<file path="config.mk">
export PLATFORM = sky130hd
export DESIGN_NAME = srb_mul
export DESIGN_NICKNAME = d
export VERILOG_FILES = /design/src/rtl/core/srb_pkg.sv /design/src/rtl/core/srb_mul.sv
export SDC_FILE = /design/constraint.sdc
export NUM_CORES = 2
export LEC_CHECK = 0
export ABC_AREA = 1
export ABC_CLOCK_PERIOD_IN_PS = 9900
export BUFFER_PORTS_ARGS = -buffer_cell sky130_fd_sc_hd__buf_2
export CORE_MARGIN = 3
export CORE_UTILIZATION = 40
export CTS_BUF_LIST = sky130_fd_sc_hd__clkbuf_8
export CTS_CLUSTER_DIAMETER = 30
export DETAILED_ROUTE_END_ITERATION = 12
export SLEW_MARGIN = 40
export SYNTH_ARGS = -nofsm -noshare
export SYNTH_HDL_FRONTEND = slang
export SYNTH_SLANG_ARGS = --single-unit
</file>
<file path="constraint.sdc">
create_clock -name clk -period 9.9 [get_ports clk]
set_input_delay 0 -clock clk [delete_from_list [all_inputs] [get_ports clk]]
set_output_delay 0 -clock clk [all_outputs]
set_load 0.01 [all_outputs]
</file>
<file path="src/rtl/core/srb_pkg.sv">
// Shared types, constants and saturation helpers for the struck resonator bank.
package srb_pkg;

  localparam int STATE_WIDTH     = 32;
  localparam int FRAC_BITS       = 20;
  localparam int COEFS           = 8;
  localparam int SEL_W           = 3;
  localparam int OSCILLATORS_DEF = 16;
  localparam int OPW             = STATE_WIDTH + 1;
  localparam int OUT_W           = 24;
  localparam int CFG_W           = 22;

  localparam int MUL_DIG   = 17;
  localparam int MUL_STEPS = 2;
  localparam int DIV_BITS  = STATE_WIDTH + FRAC_BITS;
  localparam int DIV_PER   = 2;
  localparam int DIV_ITERS = DIV_BITS / DIV_PER;

  localparam logic [6:0]  LOWEST_RESET = 7'd0;
  localparam logic [21:0] GAIN_RESET   = 22'd1048576;
  localparam logic [15:0] LFSR_SEED    = 16'hACE1;

  localparam logic signed [63:0] ONE_Q  = 64'sd1 <<< FRAC_BITS;
  localparam logic signed [63:0] SAT_HI = (64'sd1 <<< (STATE_WIDTH - 1)) - 64'sd1;
  localparam logic signed [63:0] SAT_LO = -(64'sd1 <<< (STATE_WIDTH - 1));
  localparam logic [63:0]        MAG_LIM = 64'd1 << (STATE_WIDTH - 1);

  localparam logic [1:0] CMD_NOTE = 2'd0;
  localparam logic [1:0] CMD_TICK = 2'd1;
  localparam logic [1:0] CMD_COEF = 2'd2;

  localparam logic [SEL_W-1:0] SEL_DECAY = 3'd0;
  localparam logic [SEL_W-1:0] SEL_TUNE  = 3'd1;
  localparam logic [SEL_W-1:0] SEL_GAIN  = 3'd2;
  localparam logic [SEL_W-1:0] SEL_NOISE = 3'd3;
  localparam logic [SEL_W-1:0] SEL_DIST1 = 3'd4;
  localparam logic [SEL_W-1:0] SEL_DIST2 = 3'd5;
  localparam logic [SEL_W-1:0] SEL_LEFT  = 3'd6;
  localparam logic [SEL_W-1:0] SEL_RIGHT = 3'd7;

  localparam logic REG_LOWEST = 1'b0;
  localparam logic REG_GAIN   = 1'b1;

  typedef struct packed {
    logic [1:0]        cmd;
    logic [6:0]        note;
    logic [6:0]        velocity;
    logic [3:0]        osc_index;
    logic [2:0]        coef_select;
    logic signed [31:0] coef_value;
  } in_t;

  typedef struct packed {
    logic signed [OUT_W-1:0] left_sample;
    logic signed [OUT_W-1:0] right_sample;
  } out_t;

  typedef struct packed {
    logic signed [STATE_WIDTH-1:0] pending;
    logic signed [STATE_WIDTH-1:0] x1;
    logic signed [STATE_WIDTH-1:0] x2;
    logic signed [STATE_WIDTH-1:0] y1;
    logic signed [STATE_WIDTH-1:0] y2;
  } row_t;

  typedef struct packed {
    logic                  start;
    logic signed [OPW-1:0] a;
    logic signed [OPW-1:0] b;
  } mul_req_t;

  typedef struct packed {
    logic                          start;
    logic signed [STATE_WIDTH-1:0] num;
    logic signed [STATE_WIDTH-1:0] den;
  } div_req_t;

  typedef struct packed {
    logic                          done;
    logic signed [STATE_WIDTH-1:0] value;
  } unit_rsp_t;

  function automatic logic signed [STATE_WIDTH-1:0] sat_state(input logic signed [63:0] v);
    logic signed [STATE_WIDTH-1:0] r;
    if (v > SAT_HI) r = SAT_HI[STATE_WIDTH-1:0];
    else if (v < SAT_LO) r = SAT_LO[STATE_WIDTH-1:0];
    else r = v[STATE_WIDTH-1:0];
    return r;
  endfunction

  function automatic logic signed [STATE_WIDTH-1:0] sat_mag(input logic neg,
                                                            input logic [63:0] mag);
    logic [63:0] m;
    logic [63:0] s;
    if (neg) begin
      m = (mag > MAG_LIM) ? MAG_LIM : mag;
      s = ~m + 64'd1;
    end else begin
      s = (mag > MAG_LIM - 64'd1) ? MAG_LIM - 64'd1 : mag;
    end
    return s[STATE_WIDTH-1:0];
  endfunction

  function automatic logic signed [OUT_W-1:0] clamp_out(input logic signed [STATE_WIDTH-1:0] v);
    logic signed [OUT_W-1:0] r;
    if (v > STATE_WIDTH'(8388607)) r = 24'sd8388607;
    else if (v < -STATE_WIDTH'(8388608)) r = -24'sd8388608;
    else r = v[OUT_W-1:0];
    return r;
  endfunction

endpackage

</file>
<file path="src/rtl/core/srb_mul.sv">
// Multi-cycle Q.20 multiplier with truncation and saturation, one digit per cycle.
module srb_mul (
  input  logic                clk,
  input  logic                rst_n,
  input  srb_pkg::mul_req_t   req,
  output srb_pkg::unit_rsp_t  rsp
);

  localparam int OPW = srb_pkg::OPW;
  localparam int DIG = srb_pkg::MUL_DIG;
  localparam int UBW = DIG * srb_pkg::MUL_STEPS;
  localparam int PW  = OPW + UBW;
  localparam int CW  = (srb_pkg::MUL_STEPS > 1) ? $clog2(srb_pkg::MUL_STEPS) : 1;
  localparam logic [CW-1:0] LAST = CW'(srb_pkg::MUL_STEPS - 1);

  logic                busy_r;
  logic                done_r;
  logic [CW-1:0]       cnt_r;
  logic [OPW-1:0]      ua_r;
  logic [UBW-1:0]      ub_r;
  logic                neg_r;
  logic [PW-1:0]       acc_r;
  logic signed [srb_pkg::STATE_WIDTH-1:0] res_r;

  logic [OPW-1:0]     ua_in;
  logic [OPW-1:0]     ub_in;
  logic [DIG-1:0]     digit;
  logic [OPW+DIG-1:0] pp;
  logic [PW-1:0]      acc_nxt;
  logic [63:0]        mag;

  always_comb begin
    ua_in   = req.a[OPW-1] ? (~req.a + 1'b1) : req.a;
    ub_in   = req.b[OPW-1] ? (~req.b + 1'b1) : req.b;
    digit   = ub_r[UBW-1 -: DIG];
    pp      = ua_r * digit;
    acc_nxt = (acc_r << DIG) + PW'(pp);
    mag     = 64'(acc_nxt[PW-1:srb_pkg::FRAC_BITS]);
  end

  always_ff @(posedge clk) begin
    if (!rst_n) begin
      busy_r <= 1'b0;
      done_r <= 1'b0;
      cnt_r  <= '0;
    end else begin
      done_r <= 1'b0;
      if (req.start) begin
        busy_r <= 1'b1;
        cnt_r  <= '0;
        ua_r   <= ua_in;
        ub_r   <= UBW'(ub_in);
        neg_r  <= req.a[OPW-1] ^ req.b[OPW-1];
        acc_r  <= '0;
      end else if (busy_r) begin
        acc_r <= acc_nxt;
        ub_r  <= ub_r << DIG;
        cnt_r <= cnt_r + 1'b1;
        if (cnt_r == LAST) begin
          busy_r <= 1'b0;
          done_r <= 1'b1;
          res_r  <= srb_pkg::sat_mag(neg_r, mag);
        end
      end
    end
  end

  assign rsp.done  = done_r;
  assign rsp.value = res_r;

endmodule

</file>
Word level (Yosys, flattened, before mapping)
Index checks and enable logic that the tools add are counted.

word-level totals
  bits in registers = 153
  input bits = 69
  output and inout bits = 33
  logic and storage cells = 43

cells by class
  add/sub/neg operators = 5
  multipliers = 1
  $lt $le $gt $ge = 2
  muxes and demuxes = 12
  bitwise logic cells = 7
  reduce and logical (&&, ||, !) cells = 6

operator list
  cell                                                                               number
  32-bit 2-to-1 mux                                                                  4
  67-bit by 50-bit adder with 67-bit output                                          1
  33-bit by 1-bit adder with 33-bit output, second input constant                    2
  33-bit 2-to-1 mux                                                                  2
  33-bit inverter                                                                    2
  33-bit by 17-bit multiplier with 50-bit output                                     1
  50-bit 2-to-1 mux                                                                  1
  47-bit by 31-bit greater-than comparator with 1-bit output, second input constant  1
  47-bit by 32-bit greater-than comparator with 1-bit output, second input constant  1
  34-bit 2-to-1 mux                                                                  1
  32-bit by 1-bit adder with 32-bit output, second input constant                    1
  32-bit inverter                                                                    1
  1-bit 2-to-1 mux                                                                   4
  2-bit AND reduction                                                                2
  4-bit AND reduction                                                                1
  1-bit inverter                                                                     3
  3-bit OR reduction                                                                 1
  2-bit nonzero test                                                                 1
  2-bit OR reduction                                                                 1
  1-bit adder, second input constant                                                 1
  1-bit bitwise XOR                                                                  1

Longest topological paths before layout
  depth in word-level cells = 7
  mapped depth = 49
  depth with buffers taken out = 45

Worst setup path before layout
Ideal clock, no wire load.

  kind = reg-to-reg
  start point = reg ub_r[24]
  end point = reg res_r[10] (netlist bit), data pin
  library setup time = 0.256 ns
  arrival = 7.116 ns
  setup slack = 2.528 ns
  stages on the path, launching flop included = 42
  path buffers = 4
  clock period less this slack = 7.372 ns
  cell sequence = edfxtp_1 clkbuf_1 clkbuf_1 nand2_1 fa_1 inv_1 fa_1 inv_1 fa_1 inv_1 fa_1 fa_1 inv_1 fa_1 inv_1 ha_1 nand2_2 inv_2 [... 6 more ...] xnor2_1 nand2_1 nor2_1 nand2_1 nor2_1 nand3_1 a21oi_4 buf_6 buf_6 nand2_1 ha_1 nand2_1 nor2_2 nand2_2 nor2_2 xor2_1 nand2_1 nand2_1

between the ends
  longest elaborated chain between the ends = 7

ends and longest elaborated chain
  item                                                        RTL line       source
  start: declaration                                          srb_mul.sv:20  logic [UBW-1:0] ub_r;
  start signal: assignment                                    srb_mul.sv:52  ub_r <= UBW'(ub_in);
  start signal: assignment                                    srb_mul.sv:57  ub_r <= ub_r << DIG;
  33-bit by 17-bit multiplier with 50-bit output *            srb_mul.sv:36  pp = ua_r * digit;
  67-bit by 50-bit adder with 67-bit output *                 srb_mul.sv:37  acc_nxt = (acc_r << DIG) + PW'(pp);
  47-bit by 32-bit greater-than comparator with 1-bit output  srb_pkg.sv:96  m = (mag > MAG_LIM) ? MAG_LIM : mag;
  32-bit 2-to-1 mux                                           srb_pkg.sv:96
  32-bit inverter                                             srb_pkg.sv:97  s = ~m + 64'd1;
  32-bit by 1-bit adder with 32-bit output                    srb_pkg.sv:97
  32-bit 2-to-1 mux *                                         srb_pkg.sv:95  if (neg) begin
  end signal: assignment                                      srb_mul.sv:62  res_r <= srb_pkg::sat_mag(neg_r, mag);
  end: declaration                                            srb_mul.sv:23  logic signed [srb_pkg::STATE_WIDTH-1:0] res_r;

Mark *: on every way between the ends. The rest lies on a longest branch, timed or not.
A chain may end at the register's enable or synchronous reset.

Worst setup path after layout
Ends and elaborated chain as after synthesis.

==> reports/qor.txt <==
TritonCTS clock tree = built
Layout cell share with drive strength beyond 1 = 6.137%
Skew-Pair Late Insertion Delay = 0.60 ns
Clock Path Buffers = 2
Slew @ Worst Pin = 0.9346 ns
Drc violations = 0
Port Buffer Count = 101
Worst path slowest cell = edfxtp_1
Dpl hpwl = 80450 µm
WL per Instance = 18.28 µm
Worst Hold End = ub_r[24]
Syn avg cell area = 7.196 µm²
Initial antenna violation count = 1
GRT Resource Usage Total = 25.70%
Final Cycle Share = 90.22%
Die area = 79760 µm²
Pins Over Slew Limit = 0
Row Count = 100
Endpoint class of the critical path = register
Routed wire length = 97840 µm
Via-to-Cell Ratio = 4.989
Post-Synthesis Cell Area = 30560 µm²
Largest stage delay, worst path = 0.90 ns
CTS Sinks = 153
Hold path start = req[24]
Worst flop-to-flop path endpoint = res_r[10]
Critical Path Source Type = register
H-Tree Depth = 4
Post-Syn Instances = 4247
Area Growth Syn to Fin = 10.22%
Number of flops mapped to enable cells by yosys = 150
CTS buffer count = 17
First-pass GRT wire length = 155900 µm
Min Tclk post-route = 8.932 ns
Reg2reg path depth = 37
Yosys warns = 0
Die X = 282.4 µm
Synth Flop Type = edfxtp_1
Crit-path max FO = 19
Post-cts sizing count = 0
Post-route antenna net violation count = 0
Layout Nets = 5081
Grt total ovfl = 0
Largest net degree at the start of global routing = 53
Vias in the first global route = 27310
Top-Level Pins = 102
1st-pass router iterations = 6
Core area = 75070 µm²
Setup TNS = 0 ns
Setup Viol. Count Final = 0
Worst setup path class = reg -> reg
Synthesized flop and latch total = 153
Clock skew = 0.02183 ns
Hold slack = 0.08887 ns
Ys async rst share = 0%
Die height = 282.4 µm
RSZ-0062 raised after global routing = false
Syn Nets = 4958
Filler instances = 7702
Root buffer cell = clkbuf_8
Fmax = 112.0 MHz
Slew margin rel. = 37.69%
Initial core utilization = 40.71%
Post-CTS Setup Inserts = 0
Via count = 26710
Hold Path Stages = 3
Drt initial violations = 2261
Reg clk slew, reported paths = 0.11 ns
Distinct cell type count of the synthesized netlist = 48
Final Wtd Congestion = 0.9804
Status = completed
Hold crit path type = in -> reg
Worst Path Arrival = 9.28 ns
Final hold vios = 0
Reg2Reg Setup Slack = 0.97 ns
CP most frequent cell = nand2_1
Sequential fraction of the synthesis area = 14.93%
CP required = 10.25 ns
Max-cap violations = 0
FF-to-FF Start = ub_r[24]
-- cell families after synthesis --
logic type                 count (synthesis)  share of synthesized area, %
AOI/OAI and AO/OA                        241                         4.499
xor gates and xnor gates                  57                         1.683
DFF                                      153                         14.93
adders and majority gates                642                         38.49
buffers and inverters                   1315                         16.28
and+or+nand+nor                         1839                         24.11
-- area by class of cell --
class / count / area (µm²) / share of cell area [%]
clock inverters: 15 / 197.7 / 0.5869
clock buffers: 17 / 234.0 / 0.6946
flip-flops and latches: 153 / 4564 / 13.55
inverters: 1150 / 4317 / 12.81
diodes: 1 / 2.502 / 0.007429
multi-input cells: 2779 / 21060 / 62.52
well taps: 969 / 1212 / 3.599
repair buffers: 269 / 2100 / 6.233
-- registers in the layout, summed over array words and instances, names as in the netlist --
signal	cells
ub_r	34
done_r	1
acc_r	50
ua_r	33
res_r	32
busy_r	1
cnt_r	1
neg_r	1
-- metal layers --
layer	vias up	track usage, %	routed length, µm
li1	12560	-	-
met5	-	0	0
met1	13140	37.23	44820
met4	0	5.197	1253
met3	81	3.797	7159
met2	932	41.10	44610
-- repair_timing --
action                                  CTS  global route
endpoints found under the setup margin    0             0
hold endpoints to repair                 68             0
hold buffers                            111             0
-- worst max path at each step --
stage,from,to,slack [ns]
2_1_floorplan,ub_r[24],res_r[10],2.53
3_3_place_gp,ub_r[21],res_r[10],1.09
3_5_place_dp,ub_r[24],res_r[26],1.19
4_1_cts,ub_r[24],res_r[10],1.14
5_1_grt,ub_r[24],res_r[30],0.47
6_report,ub_r[24],res_r[10],0.97
-- through the flow --
step / util, % / area [µm²] / setup WS (ns) / cells
after floorplan: - / 30560 / 2.528 / 4247
after global placement: 42.65 / 32020 / 1.093 / 5203
after detailed placement: 42.76 / 32100 / 1.185 / 5206
after CTS: 44.82 / 33640 / 1.135 / 5349
after global routing: 44.87 / 33690 / 0.4718 / 5353
final: 44.87 / 33690 / 0.9678 / 5353
-- cells in the mapped netlist, types with 6 or more instances --
master    number  share of area [%]
nor3b_1        7               0.17
a21oi_1       82                1.3
inv_1       1112                 14
ha_1         145                5.9
clkbuf_1     155                1.9
o31ai_1       10               0.25
nand3_1       96                1.6
xor2_1        36                1.0
xnor2_1       19               0.54
nor3_1        31               0.51
inv_2         32               0.39
nor2_1       284                3.5
a22oi_1        7               0.17
nand3b_1      12               0.29
o41ai_1       17               0.49
o21ai_0       88                1.4
o21ai_1       17               0.28
fa_1         497                 33
nor2_2         8               0.16
nor4_1         8               0.16
nand4_1       26               0.53
edfxtp_1     150                 15
nand2_2       12               0.25
nand2_1     1335                 16
clkinv_1       6              0.074
-- layout by cell type (no fill, tap or decap), types with 4 or more instances in the layout --
cell type         n
nor2_1          283
a21oi_1          82
nor2_2            8
nand4_1          26
dlygate4sd3_1   111
nand2_1        1334
nand3b_1         12
nand3_2           5
clkinv_8          4
clkbuf_8         17
nand3_1          96
a22oi_1           7
o21ai_0          87
xnor2_1          18
ha_1            145
inv_1          1112
nor3b_1           7
o41ai_1          16
buf_2           101
xor2_1           36
o21ai_1          18
nor2_4            6
edfxtp_1        150
fa_1            497
o31ai_1          10
a31oi_1           4
nor4_1            7
nand2_2          12
nor3_1           31
clkinv_1          6
inv_2            32
buf_6             4
buf_4            51
-- worst max-delay path, delay by kind of cell, from the launching register on --
kind	cells	cell delay, ns
simple gates	19	2.30
buf+inv	7	0.85
fa+ha+maj	8	3.76
flops	1	0.90
compound gates	1	0.24
xor+xnor	2	0.61
Power is left out: the tool's default activity adds up to more than one toggle a clock period on the data nets, which glitch-free logic cannot reach.
