--- config.mk ---
export PLATFORM = sky130hd
export DESIGN_NAME = srb_div
export DESIGN_NICKNAME = d
export VERILOG_FILES = /design/src/rtl/core/srb_pkg.sv /design/src/rtl/core/srb_div.sv
export SDC_FILE = /design/constraint.sdc
export NUM_CORES = 1
export LEC_CHECK = 0
export ABC_AREA = 1
export BUFFER_PORTS_ARGS = -buffer_cell sky130_fd_sc_hd__buf_2
export CAP_MARGIN = 20
export CORE_ASPECT_RATIO = 2
export CORE_UTILIZATION = 40
export DETAILED_ROUTE_END_ITERATION = 8
export PLACE_DENSITY = 0.55
export SLEW_MARGIN = 20
export SYNTH_ARGS = -nofsm -noshare
export SYNTH_HDL_FRONTEND = slang
export SYNTH_SLANG_ARGS = --single-unit
--- constraint.sdc ---
create_clock -name clk -period 8.4 [get_ports clk]
set_clock_uncertainty 0.05 [all_clocks]
set_input_delay 0.42 -clock clk [delete_from_list [all_inputs] [get_ports clk]]
set_output_delay 0.42 -clock clk [all_outputs]
set_load 0.01 [all_outputs]
--- src/rtl/core/srb_pkg.sv ---
// Shared types, constants and saturation helpers for the struck resonator bank.
package srb_pkg;

  localparam int STATE_WIDTH     = 32;
  localparam int FRAC_BITS       = 20;
  localparam int COEFS           = 8;
  localparam int SEL_W           = 3;
  localparam int OSCILLATORS_DEF = 16;
  localparam int OPW             = STATE_WIDTH + 1;
  localparam int OUT_W           = 24;
  localparam int CFG_W           = 22;

  localparam int MUL_DIG   = 17;
  localparam int MUL_STEPS = 2;
  localparam int DIV_BITS  = STATE_WIDTH + FRAC_BITS;
  localparam int DIV_PER   = 2;
  localparam int DIV_ITERS = DIV_BITS / DIV_PER;

  localparam logic [6:0]  LOWEST_RESET = 7'd0;
  localparam logic [21:0] GAIN_RESET   = 22'd1048576;
  localparam logic [15:0] LFSR_SEED    = 16'hACE1;

  localparam logic signed [63:0] ONE_Q  = 64'sd1 <<< FRAC_BITS;
  localparam logic signed [63:0] SAT_HI = (64'sd1 <<< (STATE_WIDTH - 1)) - 64'sd1;
  localparam logic signed [63:0] SAT_LO = -(64'sd1 <<< (STATE_WIDTH - 1));
  localparam logic [63:0]        MAG_LIM = 64'd1 << (STATE_WIDTH - 1);

  localparam logic [1:0] CMD_NOTE = 2'd0;
  localparam logic [1:0] CMD_TICK = 2'd1;
  localparam logic [1:0] CMD_COEF = 2'd2;

  localparam logic [SEL_W-1:0] SEL_DECAY = 3'd0;
  localparam logic [SEL_W-1:0] SEL_TUNE  = 3'd1;
  localparam logic [SEL_W-1:0] SEL_GAIN  = 3'd2;
  localparam logic [SEL_W-1:0] SEL_NOISE = 3'd3;
  localparam logic [SEL_W-1:0] SEL_DIST1 = 3'd4;
  localparam logic [SEL_W-1:0] SEL_DIST2 = 3'd5;
  localparam logic [SEL_W-1:0] SEL_LEFT  = 3'd6;
  localparam logic [SEL_W-1:0] SEL_RIGHT = 3'd7;

  localparam logic REG_LOWEST = 1'b0;
  localparam logic REG_GAIN   = 1'b1;

  typedef struct packed {
    logic [1:0]        cmd;
    logic [6:0]        note;
    logic [6:0]        velocity;
    logic [3:0]        osc_index;
    logic [2:0]        coef_select;
    logic signed [31:0] coef_value;
  } in_t;

  typedef struct packed {
    logic signed [OUT_W-1:0] left_sample;
    logic signed [OUT_W-1:0] right_sample;
  } out_t;

  typedef struct packed {
    logic signed [STATE_WIDTH-1:0] pending;
    logic signed [STATE_WIDTH-1:0] x1;
    logic signed [STATE_WIDTH-1:0] x2;
    logic signed [STATE_WIDTH-1:0] y1;
    logic signed [STATE_WIDTH-1:0] y2;
  } row_t;

  typedef struct packed {
    logic                  start;
    logic signed [OPW-1:0] a;
    logic signed [OPW-1:0] b;
  } mul_req_t;

  typedef struct packed {
    logic                          start;
    logic signed [STATE_WIDTH-1:0] num;
    logic signed [STATE_WIDTH-1:0] den;
  } div_req_t;

  typedef struct packed {
    logic                          done;
    logic signed [STATE_WIDTH-1:0] value;
  } unit_rsp_t;

  function automatic logic signed [STATE_WIDTH-1:0] sat_state(input logic signed [63:0] v);
    logic signed [STATE_WIDTH-1:0] r;
    if (v > SAT_HI) r = SAT_HI[STATE_WIDTH-1:0];
    else if (v < SAT_LO) r = SAT_LO[STATE_WIDTH-1:0];
    else r = v[STATE_WIDTH-1:0];
    return r;
  endfunction

  function automatic logic signed [STATE_WIDTH-1:0] sat_mag(input logic neg,
                                                            input logic [63:0] mag);
    logic [63:0] m;
    logic [63:0] s;
    if (neg) begin
      m = (mag > MAG_LIM) ? MAG_LIM : mag;
      s = ~m + 64'd1;
    end else begin
      s = (mag > MAG_LIM - 64'd1) ? MAG_LIM - 64'd1 : mag;
    end
    return s[STATE_WIDTH-1:0];
  endfunction

  function automatic logic signed [OUT_W-1:0] clamp_out(input logic signed [STATE_WIDTH-1:0] v);
    logic signed [OUT_W-1:0] r;
    if (v > STATE_WIDTH'(8388607)) r = 24'sd8388607;
    else if (v < -STATE_WIDTH'(8388608)) r = -24'sd8388608;
    else r = v[OUT_W-1:0];
    return r;
  endfunction

endpackage

--- src/rtl/core/srb_div.sv ---
// Restoring Q.20 divider, two quotient bits per cycle, saturated result.
module srb_div (
  input  logic                clk,
  input  logic                rst_n,
  input  srb_pkg::div_req_t   req,
  output srb_pkg::unit_rsp_t  rsp
);

  localparam int W   = srb_pkg::STATE_WIDTH;
  localparam int NB  = srb_pkg::DIV_BITS;
  localparam int PER = srb_pkg::DIV_PER;
  localparam int CW  = $clog2(srb_pkg::DIV_ITERS);
  localparam logic [CW-1:0] LAST = CW'(srb_pkg::DIV_ITERS - 1);

  logic          busy_r;
  logic          done_r;
  logic [CW-1:0] cnt_r;
  logic [NB-1:0] n_r;
  logic [W-1:0]  d_r;
  logic [W-1:0]  r_r;
  logic [NB-1:0] q_r;
  logic          neg_r;
  logic signed [W-1:0] res_r;

  logic [W-1:0]  nmag;
  logic [W-1:0]  dmag;
  logic [NB-1:0] n_nxt;
  logic [W-1:0]  r_nxt;
  logic [NB-1:0] q_nxt;
  logic [W:0]    rs;
  logic          ge;

  always_comb begin
    nmag  = req.num[W-1] ? (~req.num + 1'b1) : req.num;
    dmag  = req.den[W-1] ? (~req.den + 1'b1) : req.den;
    n_nxt = n_r;
    r_nxt = r_r;
    q_nxt = q_r;
    for (int i = 0; i < PER; i++) begin
      rs    = {r_nxt, n_nxt[NB-1]};
      n_nxt = n_nxt << 1;
      ge    = (rs >= {1'b0, d_r});
      r_nxt = ge ? W'(rs - {1'b0, d_r}) : rs[W-1:0];
      q_nxt = {q_nxt[NB-2:0], ge};
    end
  end

  always_ff @(posedge clk) begin
    if (!rst_n) begin
      busy_r <= 1'b0;
      done_r <= 1'b0;
      cnt_r  <= '0;
    end else begin
      done_r <= 1'b0;
      if (req.start) begin
        if (req.den == '0) begin
          // A zero denominator gives a zero shaped value.
          res_r  <= '0;
          done_r <= 1'b1;
        end else begin
          busy_r <= 1'b1;
          cnt_r  <= '0;
          n_r    <= {nmag, srb_pkg::FRAC_BITS'(0)};
          d_r    <= dmag;
          r_r    <= '0;
          q_r    <= '0;
          neg_r  <= req.num[W-1] ^ req.den[W-1];
        end
      end else if (busy_r) begin
        n_r   <= n_nxt;
        r_r   <= r_nxt;
        q_r   <= q_nxt;
        cnt_r <= cnt_r + 1'b1;
        if (cnt_r == LAST) begin
          busy_r <= 1'b0;
          done_r <= 1'b1;
          res_r  <= srb_pkg::sat_mag(neg_r, 64'(q_nxt));
        end
      end
    end
  end

  assign rsp.done  = done_r;
  assign rsp.value = res_r;

endmodule

# Word level (Yosys, flattened, before mapping)
# Cells that the tools add are included.
# op_classes
addsub,6
order_cmp,4
eq_ne,3
muxes,31
bitwise_logic,5
reduce_logical,7
# ops
op,n
two-way mux 32 bit,13
two-way mux 52 bit,3
two-way mux 50 bit,3
adder 32 x 1 -> 32 bit (second input constant),3
NOT 32 bit,3
>= comparator 33 x 32 -> 1 bit,2
subtractor 32 bit,2
> comparator 52 x 31 -> 1 bit (second input constant),1
> comparator 52 x 32 -> 1 bit (second input constant),1
logical NOT 32 bit,1
two-way mux 31 bit,1
two-way mux 5 bit,3
two-way mux 1 bit,8
AND reduction 3 bit,2
adder 5 x 1 -> 5 bit (second input constant),1
== test 5 bit (second input constant),1
AND reduction 4 bit,1
nonzero test 2 bit,2
!= test 2 x 1 -> 1 bit (second input constant),1
!= test 2 bit (second input constant),1
AND reduction 2 bit,1
NOT 1 bit,1
bitwise XOR 1 bit,1
# word_totals
ff_bits,206
inputBits,67
out_inout_bits,33
wordCells,66

# Depth between registers and ports, before layout
# Gate-level depths: netlist of the first run.
# logic_depth
word_depth,11
depth_mapped,41
ltp_nobuf,37

# Worst setup path after synthesis of the first run
# Ideal clock, no wire load.
# synth_path
kind,input -> register
from,input port req[0] (netlist bit)
to,register n_r[20] (enable)
setup_time_ns,0.588
t_arrival_ns,6.128
required_time_ns,7.762
setup_slack_ns,1.633
stages,13
path_cell_list,inv_1 ha_1 inv_1 nor3_1 nand2_1 nor3_2 nand3_1 nor3_1 nand3_1 nor3_2 nand4_1 o21ai_2 nor2_1
# synth_via
elab_chain_cells,3
# synth_lines
element,line,rtl
from (decl),srb_div.sv:5,"input srb_pkg::div_req_t req,"
logical NOT 32 bit,srb_div.sv:56,if (req.den == '0) begin
!= test 2 bit (no line),n/a,
AND reduction 3 bit (no line),n/a,
to (signal assigned),srb_div.sv:63,"n_r <= {nmag, srb_pkg::FRAC_BITS'(0)};"
to (signal assigned),srb_div.sv:70,n_r <= n_nxt;
to (decl),srb_div.sv:18,logic [NB-1:0] n_r;
# Every way passes these cells.
# A chain may end at the register's enable or synchronous reset.

# Worst setup path after layout of the first run
# layout_path
from,register d_r[16]
to,"register res_r[18], data pin"
# layout_via
elab_chain_cells,11
word_cells_on_any_way,14
classes_between,2 x add/sub; 4 x order compare; 7 x mux; 1 x bitwise
# layout_lines
element,line,rtl
from (decl),srb_div.sv:19,logic [W-1:0] d_r;
from (signal assigned),srb_div.sv:64,d_r <= dmag;
subtractor 32 bit or >= comparator 33 x 32 -> 1 bit (tied branches),"srb_div.sv:43, srb_div.sv:42",
two-way mux 32 bit,srb_div.sv:43,"r_nxt = ge ? W'(rs - {1'b0, d_r}) : rs[W-1:0];"
>= comparator 33 x 32 -> 1 bit,srb_div.sv:42,"ge = (rs >= {1'b0, d_r});"
> comparator 52 x 32 -> 1 bit,srb_pkg.sv:96,m = (mag > MAG_LIM) ? MAG_LIM : mag;
two-way mux 32 bit,srb_pkg.sv:96,
NOT 32 bit,srb_pkg.sv:97,s = ~m + 64'd1;
adder 32 x 1 -> 32 bit,srb_pkg.sv:97,
two-way mux 32 bit *,srb_pkg.sv:95,if (neg) begin
two-way mux 32 bit *,srb_div.sv:74,if (cnt_r == LAST) begin
two-way mux 32 bit *,srb_div.sv:69,end else if (busy_r) begin
two-way mux 32 bit *,srb_div.sv:55,if (req.start) begin
to (signal assigned),srb_div.sv:77,"res_r <= srb_pkg::sat_mag(neg_r, 64'(q_nxt));"
to (decl),srb_div.sv:23,logic signed [W-1:0] res_r;
# Every way passes the cells marked *; elsewhere a longest branch is shown, timed or not. The select of a mux whose other input is x is not followed.

==> results.txt, run 1 <==
- Total overflow reported by the global router: 0
* CTS tree: built
- Delay of the slowest cell on the worst path: about 0.4 ns
* Number of gates resized after cts: 0
- Buffers inserted during clock tree synthesis total 17.
- Clock-pin slew reported for the worst setup and hold paths after clock tree synthesis: 0.08 ns
- The setup check on the worst reg-to-reg path leaves a slack of around 2.3 ns.
- Timing would allow up to 163 MHz.
- Total number of vias: between 10000 and 15000
- Wire segments on met3 add up to 1.11 mm in the final route.
* Post-synth EDFFs: between 150 and 200
- Area of the multi-input gates: 7180 µm²
* Netlist cell types: a little under 60
- Hold violation count in the final report: 0
* Synth Instances: roughly 1700
- After detailed routing, the average wire length per cell comes to slightly below 20 µm.
- Arrival @ worst endpoint: 6.31 ns
- The tool flagged a number of max-cap violations equal to 0.
- Ys Warns: 0
* Int Pwr: about 2.9 mW
- Setup violations remaining at the end of the flow were counted as 0.
- Die outline width: around 130 µm
* Total track usage: 0.258
* Post-CTS setup buffer count: 0
* Unrepaired setup endpoints after global routing: no
- Post-route minimum period: 6.13 ns
- Tightest Hold Check Type: primary input to flip-flop
- DP HPWL: 35.1 mm
- On the critical path, the stage with the largest delay is an instance of inv_1.
- The share of total power dissipated in sequential elements is 0.238.
- I/O Pins: 100
- Number of DRC markers after the initial detailed-route iteration: slightly below 700
* Non-filler instance count after layout: roughly 2300
- Once layout is complete, the utilization of the core stands at 0.456.
- The sequential cells in the finished layout cover a total of about 5500 µm².
* Fill cell count: around 3500
- At the end of routability-driven placement, the weighted congestion stood at a little under 1.
- Area added between synthesis and finish: 11.6%
- Clock latency on the worst-skew pair, taken at its later pin, is around 0.46 ns.
- Number of sinks driven by the clock tree: 186
* Number of antenna violations at the first check in global routing: 0
* Maximum fanout count along the critical path: 20
- Most frequent cell on the critical path: nand2_1
- Core region area: roughly 34000 µm²
- At the pin with the least slew margin, the transition time is just over 0.9 ns.
- The pre-antenna-repair detailed-routing pass consisted of 5 iterations.
- Number of port buffers: 99
- Global-route wire length before repair: roughly 69 mm
- Measured against its own limit, the worst slew margin works out to 0.389.
* Top routing layer in use: met4
- Wires add up to between 40 and 50 mm.
- Of the total power, combinational logic draws 0.605.
- For this configuration, the core starts out at a cell density of 0.409.
- Post-synthesis average cell area: about 8.0 µm²
- The routed design uses about 26 mm of met2 wire.
* Share of cells above drive strength 1: 0.122
- Psw: between 2 and 3 mW
* H-tree depth: 4
- The via count of the first global-routing pass is 12600.
* Share of synthesized registers carrying an async set or reset: 0
* Remaining antenna violation count after routing: 0
- Of the available clock period, the critical path in the final layout requires 0.730.
* DRC viols: 0
* Number of rows created at floorplan: between 90 and 100
* Total inserted antenna cells: 0
- Startpoint types: flip-flop
* Ratio of routed vias to standard cells: 5.45
- In this run, placement finished with an instance count of around 2200.
* Leakage: a little under 7 nW
- Critical path class: flip-flop to flip-flop
* Crit path capture type: flip-flop
- For this run, the register share of the synthesized area comes to 0.400.
- The worst-case IR drop observed on VDD is approximately 0.00023 V.
* Count of pins over their slew limit: 0
- Setup total negative slack on the finished layout was measured at 0 ns.
* Overall die area: 35300 µm²
* Pwr Density: 361 nW/µm²
- Clock group share of total power: 0.157
- Synthesis inferred approximately 190 register bits.
- No sink is reached through more buffers than the 2 on the longest clock path.
- Hold-fix buffer count after cts: 0
- Pin count of the biggest net entering global routing: 70
- Die extent in y: ~260 µm
- Commonest register cell after synthesis: edfxtp_1
* Met1 layer wirelength in the final routing: 15.2 mm
* Syn Std Cell Area: ~14000 µm²
* Switching part of the total: 0.486
* Count of nets after finishing: just under 2000
- Run status: finished clean
- For the worst setup path, the data required time is between 8 and 9 ns.
- Root Buffer Master: clkbuf_16
- Total nets after synthesis: ~1900
## stage by stage
stage          hold WS, ns  worst slack, ns  area, µm²  power, mW
3_3_place_gp         0.454             2.38      14800       4.71
3_5_place_dp         0.468             2.31      14800       4.70
2_1_floorplan        0.421             1.63      13800       3.75
5_1_grt              0.154             1.77      15400       5.99
6_report             0.152             2.27      15400       5.56
4_1_cts              0.146             2.28      15400       5.59
## cell type report
cell class | count | share of cell area
Timing Repair Buffer | 116 | 0.0405
Sequential cell | 186 | 0.358
Clock inverter | 15 | 0.0131
Multi-Input combinational cell | 1255 | 0.466
Clock buffer | 17 | 0.0276
Tap cell | 436 | 0.0354
Inverter | 241 | 0.0588
## synth_stat cells (9+ instances only)
library cell	instances	area share
nor2_2	9	0.0041
o21ai_0	119	0.043
inv_1	229	0.062
a21oi_1	109	0.040
a31oi_1	9	0.0041
nand2_1	347	0.094
nor2_1	177	0.048
o41ai_1	20	0.013
inv_2	11	0.0030
clkbuf_1	34	0.0092
xnor2_1	59	0.037
nor4_1	14	0.0063
ha_1	69	0.063
o22ai_1	15	0.0068
xor2_1	62	0.039
edfxtp_1	179	0.39
o21ai_1	14	0.0051
nand4_1	25	0.011
nor3_1	30	0.011
o21a_1	10	0.0054
nand3_1	67	0.024
nand2_2	15	0.0068
or2_2	9	0.0041
## worst paths after layout
check / from / cells past startpoint / endpoint
hold / removal: req[0] / 1 / d_r[0]$_DFFE_PP_
setup reg to reg: d_r[16]$_DFFE_PP_ / 33 / res_r[18]$_SDFFCE_PP0P_
setup / recovery: d_r[16]$_DFFE_PP_ / 33 / res_r[18]$_SDFFCE_PP0P_
hold reg to reg: cnt_r[1]$_SDFFE_PN0P_ / 2 / cnt_r[1]$_SDFFE_PN0P_
## cell usage in the layout (no fill, tap or decap), types with 59 or more instances in the layout
master / count
inv_1: 228
nand3_1: 67
xnor2_1: 59
xor2_1: 62
a21oi_1: 108
ha_1: 69
nand2_1: 347
edfxtp_1: 179
nor2_1: 175
buf_2: 99
o21ai_0: 119
## kinds of logic (layout without fill, tap and decap cells)
kind of cell / count (synthesis) / in the layout / synth area share
buffers and inverters: 292 / 389 / 0.0820
adders and majority gates: 71 / 71 / 0.0655
DFF: 186 / 186 / 0.400
and+or+nand+nor: 724 / 724 / 0.231
AOI/OAI and AO/OA: 339 / 339 / 0.145
xor gates and xnor gates: 121 / 121 / 0.0768
## flip-flops by register name (all words and copies together) (netlist names)
register  flops
neg_r         1
cnt_r         5
d_r          32
done_r        1
q_r          50
n_r          32
busy_r        1
r_r          32
res_r        32
## metal layers
| metal | vias up | GRT usage |
|---|---|---|
| met4 | 0 | 0.169 |
| met2 | 317 | 0.518 |
| met5 | - | 0 |
| met1 | 5860 | 0.240 |
| li1 | 6035 | - |
| met3 | 127 | 0.0254 |
## power by group through the flow
| stage | clock network (mW) | logic (mW) | registers [mW] |
|---|---|---|---|
| global route | 0.910 | 3.75 | 1.34 |
| detailed placement | 0 | 3.36 | 1.34 |
| global placement | 0 | 3.37 | 1.34 |
| finish | 0.872 | 3.37 | 1.32 |
| floorplan | 0 | 2.44 | 1.31 |
| CTS | 0.887 | 3.38 | 1.32 |
## worst max-delay path, delay by kind of cell, from the launching register on
family | cells | cell delay, ns
AOI/OAI and AO/OA | 5 | 0.93
DFF | 1 | 0.37
buffers and inverters | 5 | 0.95
adders and majority gates | 3 | 0.91
and+or+nand+nor | 20 | 2.68
No activity file was read; power rests on OpenSTA's default activity.
==> run 2, diff against run 1 <==
--- a/config.mk
+++ b/config.mk
@@ -11,7 +11,7 @@
 export CORE_ASPECT_RATIO = 2
 export CORE_UTILIZATION = 40
 export DETAILED_ROUTE_END_ITERATION = 8
-export PLACE_DENSITY = 0.55
+export PLACE_DENSITY = 0.57
 export SLEW_MARGIN = 20
 export SYNTH_ARGS = -nofsm -noshare
 export SYNTH_HDL_FRONTEND = slang
==> constraint.sdc (replaced) <==
create_clock -name clk -period 5.3 [get_ports clk]
set_clock_uncertainty 0.05 [all_clocks]
set_input_delay 0.265 -clock clk [delete_from_list [all_inputs] [get_ports clk]]
set_output_delay 0.265 -clock clk [all_outputs]
set_load 0.01 [all_outputs]
==> results.txt, run 2 (synthesized netlist as in run 1, its figures left out) <==
- Relative slew margins: 0.337
- Grouping stages by cell kind, the critical path spends the most delay in simple AND/OR/NAND/NOR gates.
* Arrival @ worst endpoint: 5.45 ns
* Worst setup endpoint: res_r[26]$_SDFFCE_PP0P_
- Leaving out fill and tap cells, the most frequent cells in the layout are nand2_1, inv_1, edfxtp_1, buf_4, nor2_1.
- In this run the critical register-to-register path is captured at res_r[26]$_SDFFCE_PP0P_.
* Die outline width: ~130 µm
* Cell depth of the worst hold path: 1
* Core region area: approximately 34000 µm²
- Based on the critical path, the design can be clocked at up to roughly 190 MHz.
- The setup check on the worst reg-to-reg path leaves a slack of 0.02 ns.
- Number of port buffers: between 90 and 100
- Routed wirelength normalized by instance count: 19.7 µm
- Worst vdd ir: between 0.0003 and 0.0004 V
* Crit path capture type: flip-flop
- Switching part of the total: 0.460
- Hold-fix buffer count after cts: 0
* Reg2reg path depth: 36
- Total track usage: 0.277
- In this run the worst path has a maximum fanout of 9.
- On the final layout, the worst hold slack is between 0.03 and 0.04 ns.
- Overall die area: approximately 35000 µm²
* Worst Path Required: ~5.5 ns
- Setup slack at placement: -1.07 ns
- In the final layout, the share of cells above drive strength 1 is 0.256.
- Setup repair after global routing could not meet its margin everywhere.
* DRC viols: 0
* Flip-flop count of the largest register after layout: 50
* Launching element of the worst setup path: r_r[7]$_SDFFCE_PP0P_
* Global-route wire length before repair: 73.0 mm
- Psw: ~5 mW
- Startpoint types: flip-flop
- Entering global routing, the biggest net connects between 80 and 90 pins.
* Number of CTS-inserted buffers: 17
- The H-tree generated during clock tree synthesis spans 4 levels.
- Run status: finished clean
- The detailed router placed roughly 13000 vias in this run.
* Delay of the slowest cell on the worst path: between 0.4 and 0.5 ns
- Reg2Reg Launch Point: r_r[7]$_SDFFCE_PP0P_
- Router iterations before antenna repair: 7
- Vias in the first global route: around 14000
- Slowest CP cell: edfxtp_1
- Die extent in y: roughly 260 µm
- Post-Route Setup TNS: 0 ns
- The internal power of the cells totals ~5.7 mW.
* Part of the cycle the worst path needs: 0.996
* Bufs and invs on worst path: 10
- Leakage: ~7.8 nW
- The first routing iteration left about 740 violations.
- DP HPWL: between 30 and 40 mm
* Root Buffer Master: clkbuf_16
- At the pin with the least slew margin, the transition time is between 0.9 and 1 ns.
- The share of total power dissipated in the clock network is 0.123.
* Combinational group share of total power: 0.676
- For this design, the sink count on the clock tree is around 190.
- Area added between synthesis and finish: 26.9%
- Post-route minimum period: between 5 and 6 ns
- Remaining antenna violation count after routing: 0
* Max cap viols: 0
* Finish-stage setup viols: 0
- Largest reg by FF count: q_r
- TritonCTS built the clock tree.
* Smallest setup slack after layout: approximately 0.019 ns
* Sequential cell fraction of total power: 0.201
- Total inserted antenna cells: 0
- Counting buffers and inverters, the worst setup path is 36 cells deep.
- CTS Buffer Depth: 2
* Sum of routed wire length over all layers: approximately 48 mm
- At the end of routability-driven placement, the weighted congestion stood at 0.966.
- I/O Pins: 100
- Tightest Hold Check Type: primary input to flip-flop
- Hold violation count in the final report: 0
- After detailed routing, the number of vias per cell comes to between 5 and 6.
- Pwr Density: approximately 610 nW/µm²
* Starting density of the core: 0.409
- The initial antenna violation count was 1.
- Number of rows created at floorplan: between 90 and 100
* Count of pins over their slew limit: 0
- After global routing the overflow that remains totals 0.
- Source-to-sink clock delay at the later pin of the worst-skew pair: 0.46 ns
* Clock-pin slew reported for the worst setup and hold paths after clock tree synthesis: roughly 0.08 ns
* Count of nets after finishing: around 2100
* Leading cell type in the layout, fill and taps excluded: nand2_1
- The critical path is of the flip-flop to flip-flop type.
run 2: through the flow:
stage                     total power [mW]  std cells  area [µm²]  utilization
final                                 10.6       2437       17500        0.519
after global routing                  11.3       2437       17500        0.519
after CTS                             10.2       2430       17200        0.509
after detailed placement              8.55       2369       15900        0.470
after global placement                8.52       2367       15800        0.469
after floorplan                       5.94       1733       13800            -
run 2: layout make-up:
cell class / count / area (µm²)
multi-input combinational: 1255 / 7920
tap: 436 / 546
timing repair buffer: 287 / 2060
clock inverter: 14 / 141
sequential: 186 / 5520
clock buffer: 18 / 429
fill: 3333 / 16200
inverter: 241 / 910
run 2: worst reg2reg max path: cells and delay by family, from the launching register on:
family	cells	cell delay [ns]
and+or+nand+nor	19	2.27
AOI/OAI and AO/OA	5	0.48
adders and majority gates	2	0.67
buffers and inverters	10	1.15
DFF	1	0.44
run 2: power by group through the flow:
stage | clock, mW | combinational (mW) | sequential (mW)
after floorplan | 0 | 3.87 | 2.07
after global placement | 0 | 6.38 | 2.14
after detailed placement | 0 | 6.41 | 2.14
after CTS | 1.33 | 6.78 | 2.12
after global routing | 1.39 | 7.80 | 2.16
final | 1.31 | 7.18 | 2.14
run 2: layer usage:
layer,GRT usage,wire [µm]
met5,0,11
met4,0.238,4530
met3,0.0371,1440
met1,0.241,15500
met2,0.539,26600
run 2: worst min path at each step:
stage                          startpoint               endpoint  slack, ns
floorplan                          req[0]       d_r[0]$_DFFE_PP_       0.31
global placement    cnt_r[1]$_SDFFE_PN0P_  cnt_r[1]$_SDFFE_PN0P_       0.44
detailed placement  cnt_r[1]$_SDFFE_PN0P_  cnt_r[1]$_SDFFE_PN0P_       0.45
CTS                                req[0]       d_r[0]$_DFFE_PP_       0.02
global route                       req[0]       d_r[0]$_DFFE_PP_       0.02
finish                             req[0]       d_r[0]$_DFFE_PP_       0.03
run 2: repair_timing:
item / CTS / global route
pin swaps: 39 / 62
setup endpoints to repair: 65 / 58
setup buffers: 27 / 10
cloned: 3 / 0
endpoints found under the hold margin: 0 / 0
gates resized for setup: 96 / 74
